==> src/design/rgbd_pkg.sv <==
// shared types, constants and table builders for the rgb332 dither codec
`default_nettype none

package rgbd_pkg;

  // command codes
  localparam logic [1:0] CMD_DITHER = 2'd0;
  localparam logic [1:0] CMD_PLAIN  = 2'd1;
  localparam logic [1:0] CMD_DECODE = 2'd2;

  localparam int CHAN_W   = 13;
  localparam int COORD_W  = 12;
  localparam int AMT_W    = 9;
  localparam int TBL_W    = 17;  // signed table entry, enough for 16 fraction bits
  localparam logic [AMT_W-1:0] AMT_RESET = 9'd128;

  // red/green numerators over 110, row-major by {y[1:0], x[1:0]}
  localparam int DITH_NUM [16] = '{
    -16,   4,  13,  -1,
      8, -12,  -5,   9,
    -14,   2,  15,  -3,
      6, -10,  -7,  11
  };

  typedef logic signed [TBL_W-1:0] rgbd_tbl_t [16];
  typedef logic [CHAN_W-1:0] rgbd_dec_tbl_t [8];

  typedef struct packed {
    logic [1:0]         command;
    logic [CHAN_W-1:0]  red;
    logic [CHAN_W-1:0]  green;
    logic [CHAN_W-1:0]  blue;
    logic [COORD_W-1:0] pixel_x;
    logic [COORD_W-1:0] pixel_y;
    logic [7:0]         packed_in;
  } rgbd_in_t;

  typedef struct packed {
    logic [7:0]        packed_out;
    logic [CHAN_W-1:0] red_out;
    logic [CHAN_W-1:0] green_out;
    logic [CHAN_W-1:0] blue_out;
  } rgbd_out_t;

  // red/green offsets: round(k * one / 110)
  function automatic rgbd_tbl_t rg_table(int fb);
    rgbd_tbl_t t;
    longint    mag;
    longint    r;
    for (int i = 0; i < 16; i++) begin
      mag = (DITH_NUM[i] < 0) ? -longint'(DITH_NUM[i]) : longint'(DITH_NUM[i]);
      r = (mag * (longint'(1) << (fb + 1)) + 110) / 220;
      t[i] = (DITH_NUM[i] < 0) ? TBL_W'(-r) : TBL_W'(r);
    end
    return t;
  endfunction

  // blue offsets: round(-k * one / 50)
  function automatic rgbd_tbl_t b_table(int fb);
    rgbd_tbl_t t;
    longint    mag;
    longint    r;
    for (int i = 0; i < 16; i++) begin
      mag = (DITH_NUM[i] < 0) ? -longint'(DITH_NUM[i]) : longint'(DITH_NUM[i]);
      r = (mag * (longint'(1) << (fb + 1)) + 50) / 100;
      t[i] = (DITH_NUM[i] > 0) ? TBL_W'(-r) : TBL_W'(r);
    end
    return t;
  endfunction

  // 3-bit code to fixed point, round(code * one / 7), kept to 13 bits
  function automatic rgbd_dec_tbl_t rg_dec_table(int fb);
    rgbd_dec_tbl_t t;
    longint        r;
    for (int i = 0; i < 8; i++) begin
      r = (longint'(i) * (longint'(1) << (fb + 1)) + 7) / 14;
      t[i] = CHAN_W'(r);
    end
    return t;
  endfunction

  // 2-bit code to fixed point, round(code * one / 3); upper entries unused
  function automatic rgbd_dec_tbl_t b_dec_table(int fb);
    rgbd_dec_tbl_t t;
    longint        r;
    for (int i = 0; i < 8; i++) begin
      r = (longint'(i) * (longint'(1) << (fb + 1)) + 3) / 6;
      t[i] = CHAN_W'(r);
    end
    return t;
  endfunction

endpackage

`default_nettype wire

==> src/design/rgbd_dp.sv <==
// three-stage encode/decode datapath of the rgb332 dither codec
`default_nettype none

module rgbd_dp #(
  parameter int FRACTION_BITS = 12
) (
  input  wire logic                         clk,
  input  wire logic                         rst_n,
  input  wire logic                         in_valid,
  input  wire rgbd_pkg::rgbd_in_t           in_data,
  input  wire logic [rgbd_pkg::AMT_W-1:0]   amt,
  output logic                              out_valid,
  output rgbd_pkg::rgbd_out_t               out_data
);

  localparam int CW    = rgbd_pkg::CHAN_W;
  localparam int OW    = rgbd_pkg::TBL_W + rgbd_pkg::AMT_W + 1;  // offset product
  localparam int VW    = OW + 1;                                 // dithered value
  localparam int SHIFT = FRACTION_BITS + 8;

  localparam rgbd_pkg::rgbd_tbl_t     RG_TBL  = rgbd_pkg::rg_table(FRACTION_BITS);
  localparam rgbd_pkg::rgbd_tbl_t     B_TBL   = rgbd_pkg::b_table(FRACTION_BITS);
  localparam rgbd_pkg::rgbd_dec_tbl_t RG_DEC  = rgbd_pkg::rg_dec_table(FRACTION_BITS);
  localparam rgbd_pkg::rgbd_dec_tbl_t B_DEC   = rgbd_pkg::b_dec_table(FRACTION_BITS);

  // times mult, truncate, clamp; non-positive values give zero
  function automatic logic [2:0] quant(logic signed [VW-1:0] v, logic [2:0] mult);
    logic [VW+2:0] p;
    logic [VW+2:0] q;
    p = (VW+3)'(v[VW-2:0]) * (VW+3)'(mult);
    q = p >> SHIFT;
    if (v[VW-1] || (v == '0)) begin
      return 3'd0;
    end else if (q > (VW+3)'(mult)) begin
      return mult;
    end else begin
      return q[2:0];
    end
  endfunction

  // stage 1: table lookup and offset multiply, decode lookup
  localparam int AMT_W_S = rgbd_pkg::AMT_W;

  logic                 s1_valid_r;
  logic [1:0]           s1_cmd_r;
  logic [CW-1:0]        s1_red_r, s1_green_r, s1_blue_r;
  logic signed [OW-1:0] s1_off_rg_r, s1_off_b_r;
  logic [CW-1:0]        s1_dr_r, s1_dg_r, s1_db_r;

  logic [3:0]           idx;
  logic signed [OW-1:0] off_rg_nxt, off_b_nxt;
  logic signed [AMT_W_S:0] amt_s;

  assign idx   = {in_data.pixel_y[1:0], in_data.pixel_x[1:0]};
  assign amt_s = $signed({1'b0, amt});

  always_comb begin
    if (in_data.command == rgbd_pkg::CMD_DITHER) begin
      off_rg_nxt = OW'(RG_TBL[idx] * amt_s);
      off_b_nxt  = OW'(B_TBL[idx] * amt_s);
    end else begin
      off_rg_nxt = '0;
      off_b_nxt  = '0;
    end
  end

  always_ff @(posedge clk) begin
    if (!rst_n) begin
      s1_valid_r <= 1'b0;
    end else begin
      s1_valid_r <= in_valid;
    end
  end

  always_ff @(posedge clk) begin
    if (in_valid) begin
      s1_cmd_r    <= in_data.command;
      s1_red_r    <= in_data.red;
      s1_green_r  <= in_data.green;
      s1_blue_r   <= in_data.blue;
      s1_off_rg_r <= off_rg_nxt;
      s1_off_b_r  <= off_b_nxt;
      s1_dr_r     <= RG_DEC[in_data.packed_in[7:5]];
      s1_dg_r     <= RG_DEC[in_data.packed_in[4:2]];
      s1_db_r     <= B_DEC[{1'b0, in_data.packed_in[1:0]}];
    end
  end

  // stage 2: subtract offsets from the scaled channels
  logic                 s2_valid_r;
  logic [1:0]           s2_cmd_r;
  logic signed [VW-1:0] s2_rv_r, s2_gv_r, s2_bv_r;
  logic [CW-1:0]        s2_dr_r, s2_dg_r, s2_db_r;

  always_ff @(posedge clk) begin
    if (!rst_n) begin
      s2_valid_r <= 1'b0;
    end else begin
      s2_valid_r <= s1_valid_r;
    end
  end

  always_ff @(posedge clk) begin
    if (s1_valid_r) begin
      s2_cmd_r <= s1_cmd_r;
      s2_rv_r  <= $signed(VW'({s1_red_r, 8'b0}))   - VW'(s1_off_rg_r);
      s2_gv_r  <= $signed(VW'({s1_green_r, 8'b0})) - VW'(s1_off_rg_r);
      s2_bv_r  <= $signed(VW'({s1_blue_r, 8'b0}))  - VW'(s1_off_b_r);
      s2_dr_r  <= s1_dr_r;
      s2_dg_r  <= s1_dg_r;
      s2_db_r  <= s1_db_r;
    end
  end

  // stage 3: quantize, pack and select the result
  logic                out_valid_r;
  rgbd_pkg::rgbd_out_t out_data_r;
  rgbd_pkg::rgbd_out_t out_nxt;
  logic [2:0]          rc_q, gc_q, bc_q;

  assign rc_q = quant(s2_rv_r, 3'd7);
  assign gc_q = quant(s2_gv_r, 3'd7);
  assign bc_q = quant(s2_bv_r, 3'd3);

  always_comb begin
    out_nxt = '0;
    unique case (s2_cmd_r)
      rgbd_pkg::CMD_DITHER, rgbd_pkg::CMD_PLAIN: begin
        out_nxt.packed_out = {rc_q, gc_q, bc_q[1:0]};
      end
      rgbd_pkg::CMD_DECODE: begin
        out_nxt.red_out   = s2_dr_r;
        out_nxt.green_out = s2_dg_r;
        out_nxt.blue_out  = s2_db_r;
      end
      default: begin
        out_nxt = '0;
      end
    endcase
  end

  always_ff @(posedge clk) begin
    if (!rst_n) begin
      out_valid_r <= 1'b0;
    end else begin
      out_valid_r <= s2_valid_r;
    end
  end

  always_ff @(posedge clk) begin
    if (s2_valid_r) begin
      out_data_r <= out_nxt;
    end
  end

  assign out_valid = out_valid_r;
  assign out_data  = out_data_r;

endmodule

`default_nettype wire

==> src/design/rgb332_ordered_dither_codec.sv <==
// top level of the rgb332 ordered-dither codec
//
//  channel  ports                          transaction when
//  -------  -----------------------------  ----------------------------------
//  input    start, busy, in_data           start high and busy low at clk
//  result   out_valid, out_data            out_valid high at clk
//  config   cfg_valid, cfg_ready, cfg_data cfg_valid and cfg_ready high at clk
//
// one pixel per clock; each transaction passes through the three register
// stages of rgbd_dp (lookup and offset multiply, subtract, quantize and pack)
// before its result appears. busy never rises and cfg_ready stays high.
// rst_n is synchronous and active low: it empties the pipeline and sets the
// dither amount to 128. the receiver cannot stall, so results just flow out.
`default_nettype none

module rgb332_ordered_dither_codec #(
  parameter int FRACTION_BITS = 12
) (
  input  wire logic                        clk,
  input  wire logic                        rst_n,
  // input channel
  input  wire logic                        start,
  output logic                             busy,
  input  wire rgbd_pkg::rgbd_in_t          in_data,
  // result channel
  output logic                             out_valid,
  output rgbd_pkg::rgbd_out_t              out_data,
  // config channel
  input  wire logic                        cfg_valid,
  output logic                             cfg_ready,
  input  wire logic [rgbd_pkg::AMT_W-1:0]  cfg_data
);

  // dither strength register, q1.8
  logic [rgbd_pkg::AMT_W-1:0] amt_r;

  always_ff @(posedge clk) begin
    if (!rst_n) begin
      amt_r <= rgbd_pkg::AMT_RESET;
    end else if (cfg_valid && cfg_ready) begin
      amt_r <= cfg_data;
    end
  end

  // fully pipelined: never holds off either side
  assign busy      = 1'b0;
  assign cfg_ready = 1'b1;

  rgbd_dp #(
    .FRACTION_BITS (FRACTION_BITS)
  ) u_dp (
    .clk       (clk),
    .rst_n     (rst_n),
    .in_valid  (start && !busy),
    .in_data   (in_data),
    .amt       (amt_r),
    .out_valid (out_valid),
    .out_data  (out_data)
  );

endmodule

`default_nettype wire

==> config.mk <==
export PLATFORM = sky130hd
export DESIGN_NAME = rgb332_ordered_dither_codec
export DESIGN_NICKNAME = d
export VERILOG_FILES = /design/src/design/rgbd_pkg.sv /design/src/design/rgbd_dp.sv /design/src/design/rgb332_ordered_dither_codec.sv
export SDC_FILE = /design/constraint.sdc
export NUM_CORES = 1
export LEC_CHECK = 0
export BUFFER_PORTS_ARGS = -buffer_cell sky130_fd_sc_hd__buf_2
export CORE_MARGIN = 3
export CORE_UTILIZATION = 36
export CTS_CLUSTER_SIZE = 28
export DETAILED_ROUTE_END_ITERATION = 10
export GPL_TIMING_DRIVEN = 1
export PLACE_DENSITY_LB_ADDON = 0.15
export SLEW_MARGIN = 20
export SYNTH_ARGS = -nofsm -noshare
export SYNTH_HDL_FRONTEND = slang
export SYNTH_HIERARCHICAL = 1
export SYNTH_SLANG_ARGS = --single-unit
==> constraint.sdc <==
create_clock -name clk -period 10.89 [get_ports clk]
set_clock_uncertainty 0.2 [all_clocks]
set_input_delay 2.178 -clock clk [delete_from_list [all_inputs] [get_ports clk]]
set_output_delay 2.178 -clock clk [all_outputs]
set_load 0.03 [all_outputs]
==> summary.md <==
| Metric | Value |
|---|---|
| Filler cell count | `6298` |
| Required @ worst endpoint | `between 10 and 15 ns` |
| Worst relative slew slack | `32.2%` |
| Post-synth top flop | `edfxtp_1` |
| Ys async rst share | `0%` |
| Int Pwr | `0.00309 W` |
| RSZ-0062 raised after global routing | `false` |
| Final nets | `2960` |
| Cell Rows | `93` |
| Switch share | `between 40 and 50%` |
| Sw power | `0.00217 W` |
| Share of cells above drive strength 1 | `7.80%` |
| Sequential element share of the synthesized area | `a little under a third` |
| Max Cap Viol | `0` |
| ANT nets after route | `0` |
| Status | `finished clean` |
| VDD IR max | `0.123 mV` |
| # hold bufs at CTS | `0` |
| Clock latency on the worst-skew pair | `0.58 ns` |
| Post-synthesis register bit count | `241` |
| Pins Over Slew Limit | `0` |
| First-pass GRT wire length | `roughly 80 mm` |
| DP Area | `25000 sq um` |
| Top cells by area, synth | `edfxtp_1 (29%), fa_1 (20%), ha_1 (14%)` |
| Die Width | `262 microns` |
| Hold Crit Class | `flip-flop to flip-flop` |
| Post-synth top area cell | `edfxtp_1` |
| Final HPWL DP | `approximately 39 mm` |
| Clock Power Share | `18.6%` |
| Compound-Gate Fraction of Synth Area | `a little under a tenth` |
| Post-layout min period | `8.95 ns` |
| CP Max Fanout | `12` |
| DR WL/cell | `14.8 microns` |
| Fmax | `112 MHz` |
| Final GP Congestion | `0.833` |
| Post-CTS setup buffers | `0` |
| Vias in the first global route | `16400` |
| First drt pass iteration count | `5` |
| Netlist cell types | `75` |
| Detailed Route WL | `roughly 48 mm` |
| Clock Pin Slew Worst Setup and Hold Paths | `0.06 ns` |
| Post-Synth Adder-Cell Area | `34.7%` |
| Combinational Power Share | `a little under three fifths` |
| Total track usage | `about 14%` |
| Leakage | `12.1 nW` |
| Die area | `68600 sq um` |
| WP data arrival | `9.02 ns` |
| Core Box Area | `around 65000 sq um` |
| DRT iter0 DRCs | `slightly above 700` |
| Synth Warn # | `6` |
| Sequential share of power | `25.6%` |
| Final Cell Area | `25900 sq um` |
| Die Ht | `between 200 and 300 microns` |
| P&R area growth vs syn | `9.99%` |
| Largest net degree at the start of global routing | `62` |
| TritonCTS clock tree | `yes` |
| PortBufs | `113` |
| Initial core utilization | `between 30% and 40%` |
| Worst setup EP type | `flip-flop` |
| Cts repair resizes | `0` |
| Yosys top cell area share | `between 20 and 30%` |
| Worst Setup Start Kind | `primary input` |
| Initial antenna violation count | `1` |
| Mapped Cells | `between 2000 and 2500` |
| Setup violations, final | `0` |
| Synth Area in XOR/XNOR | `3.86%` |
| Num ports | `136` |
| H-Tree Depth | `1` |
| Hold Fails Final Rpt | `0` |
| EDFF count, synth | `~230` |
| Clk buf depth | `3` |
| Mapped Nets | `roughly 2900` |
| GRT Residual Overflow | `0` |
| Final worst path period share | `around 80%` |
| Transition time of the tightest slew-check pin | `1.02 ns` |
| Total CTS buffers | `29` |
| # DRC | `0` |
| Largest family of logic cells by synthesized area | `adder cells` |
| CTS root buffer | `clkbuf_16` |
| Mapped Area | `23600 sq um` |
| Mux cell area share after synthesis | `0.992%` |
| Vias per cell | `4.80` |
| Setup CP Type | `primary input to flip-flop` |
| CTS Sinks | `241` |
| Mapped Avg Cell Area | `10.4 sq um` |
| Simple-Gate Fraction of Synth Area | `13.2%` |
| Total number of vias | `~16000` |
| Pwr/cell area | `203 nW/um^2` |
| Setup TNS | `0 ns` |
==> synth_stat cells (all sizes together), types with 4 or more instances <==
cell and number:
o31ai 9, ha 272, nand3 23, mux2i 20, o2111ai 5, xor2 43, a311oi 4, a211o 4
buf 29, clkbuf 36, edfxtp 229, nor2 132, and2 144, nor3 48, or3 15, nand2b 12
o211ai 7, or2 5, a221oi 5, fa 239, nor4 7, nand4 17, inv 379, o21a 31
a2111oi 7, a21oi 98, a31oi 23, nor2b 29, dfxtp 12, a211oi 10, a21o 46, xnor2 61
nand2 145, o21bai 7, nand3b 5, o21ai 50, nor3b 6, and3 14
==> layer usage <==
layer,vias up,GRT usage (%),share of wire [%]
met2,251,24.4,46
li1,7760,-,-
met3,63,1.72,3.7
met1,7469,19.3,48
met4,0,3.63,2.2
met5,-,0,0
==> state kept, by name, indices dropped and copies added, names as in the netlist, 9 cells and up <==
signal            cells
u_dp/s2_bv_r         28
u_dp/s2_rv_r         28
u_dp/s1_off_b_r      27
u_dp/s1_off_rg_r     27
u_dp/out_data        24
u_dp/s2_gv_r         20
u_dp/s1_blue_r       13
u_dp/s1_green_r      13
u_dp/s1_red_r        13
amt_r                 9
==> cells in the final DEF, fill, tap and decap left out, types with 23 or more instances in the layout <==
cell / n
buf_2: 112
a21o_1: 46
clkbuf_16: 29
o21ai_0: 45
nand3_1: 23
nor2b_1: 29
edfxtp_1: 229
and2_1: 144
a31oi_1: 23
nand2_1: 145
ha_1: 272
nor2_1: 132
xor2_1: 43
nor3_1: 45
fa_1: 239
a21oi_1: 97
o21a_1: 31
inv_1: 379
xnor2_1: 61
==> cell type report <==
class	instances	area [sq um]	area share (%)
clock inverters	17	225	0.869
inverters	379	1420	5.49
flip-flops and latches	241	7120	27.5
multi-input cells	1588	14700	56.7
clock buffers	35	748	2.89
diodes	1	2.50	0.00965
well taps	855	1070	4.13
repair buffers	124	651	2.51
==> logic make-up (layout without fill, tap and decap cells) <==
| family | Yosys count | count (layout) |
|---|---|---|
| mux | 23 | 23 |
| fa+ha+maj | 511 | 511 |
| flops | 241 | 241 |
| xor+xnor | 104 | 104 |
| compound gates | 337 | 337 |
| buf+inv | 444 | 555 |
| simple gates | 611 | 611 |
| other cells | 2 | 3 |
==> worst paths after layout <==
| path | startpoint | endpoint | slack (ns) | cells after the start |
|---|---|---|---|---|
| worst min register to register | u_dp/s1_cmd_r[1] | u_dp/s2_cmd_r[1] | 0.21 | 0 |
| worst max register to register | amt_r[4] | u_dp/s1_off_b_r[24] | 4.38 | 17 |
| worst max-delay path | in_data[20] | u_dp/s1_off_rg_r[21] | 1.94 | 23 |
| worst min-delay path | u_dp/s1_cmd_r[1] | u_dp/s2_cmd_r[1] | 0.21 | 0 |
==> per-stage QoR <==
step                      instances  power [W]  worst slack (ns)  util, %  hold WS [ns]
after floorplan                2273    0.00368              2.47        -         0.200
after global placement         3187    0.00426              1.40     38.6         0.200
after detailed placement       3187    0.00431              1.36     38.6         0.205
after CTS                      3239    0.00533              1.93     40.1         0.214
after global routing           3239    0.00584              1.46     40.1         0.216
final                          3240    0.00526              1.94     40.2         0.214
==> worst max-delay path: stages <==
cell and delay [ns]:
buf_2 0.25, inv_1 0.19, ha_1 0.45, nor2_1 0.21, a21oi_1 0.06, mux2i_1 0.75, and2_1 0.25, fa_1 0.43
fa_1 0.47, fa_1 0.52, fa_1 0.55, inv_1 0.05, fa_1 0.50, inv_1 0.04, ha_1 0.39, o21a_1 0.19
nand4_1 0.10, a311oi_1 0.45, o2111a_1 0.33, o2111ai_1 0.19, a31oi_1 0.25, o21a_1 0.14, nor3_1 0.05
==> power groups by stage <==
stage / sequential, W / clock (W) / combinational (W)
after floorplan: 0.00133 / 0 / 0.00235
after global placement: 0.00137 / 0 / 0.00290
after detailed placement: 0.00137 / 0 / 0.00294
after CTS: 0.00135 / 0.00102 / 0.00297
after global routing: 0.00137 / 0.00106 / 0.00342
final: 0.00135 / 0.000981 / 0.00294
Note: power is estimated with default switching activity, not from simulation.
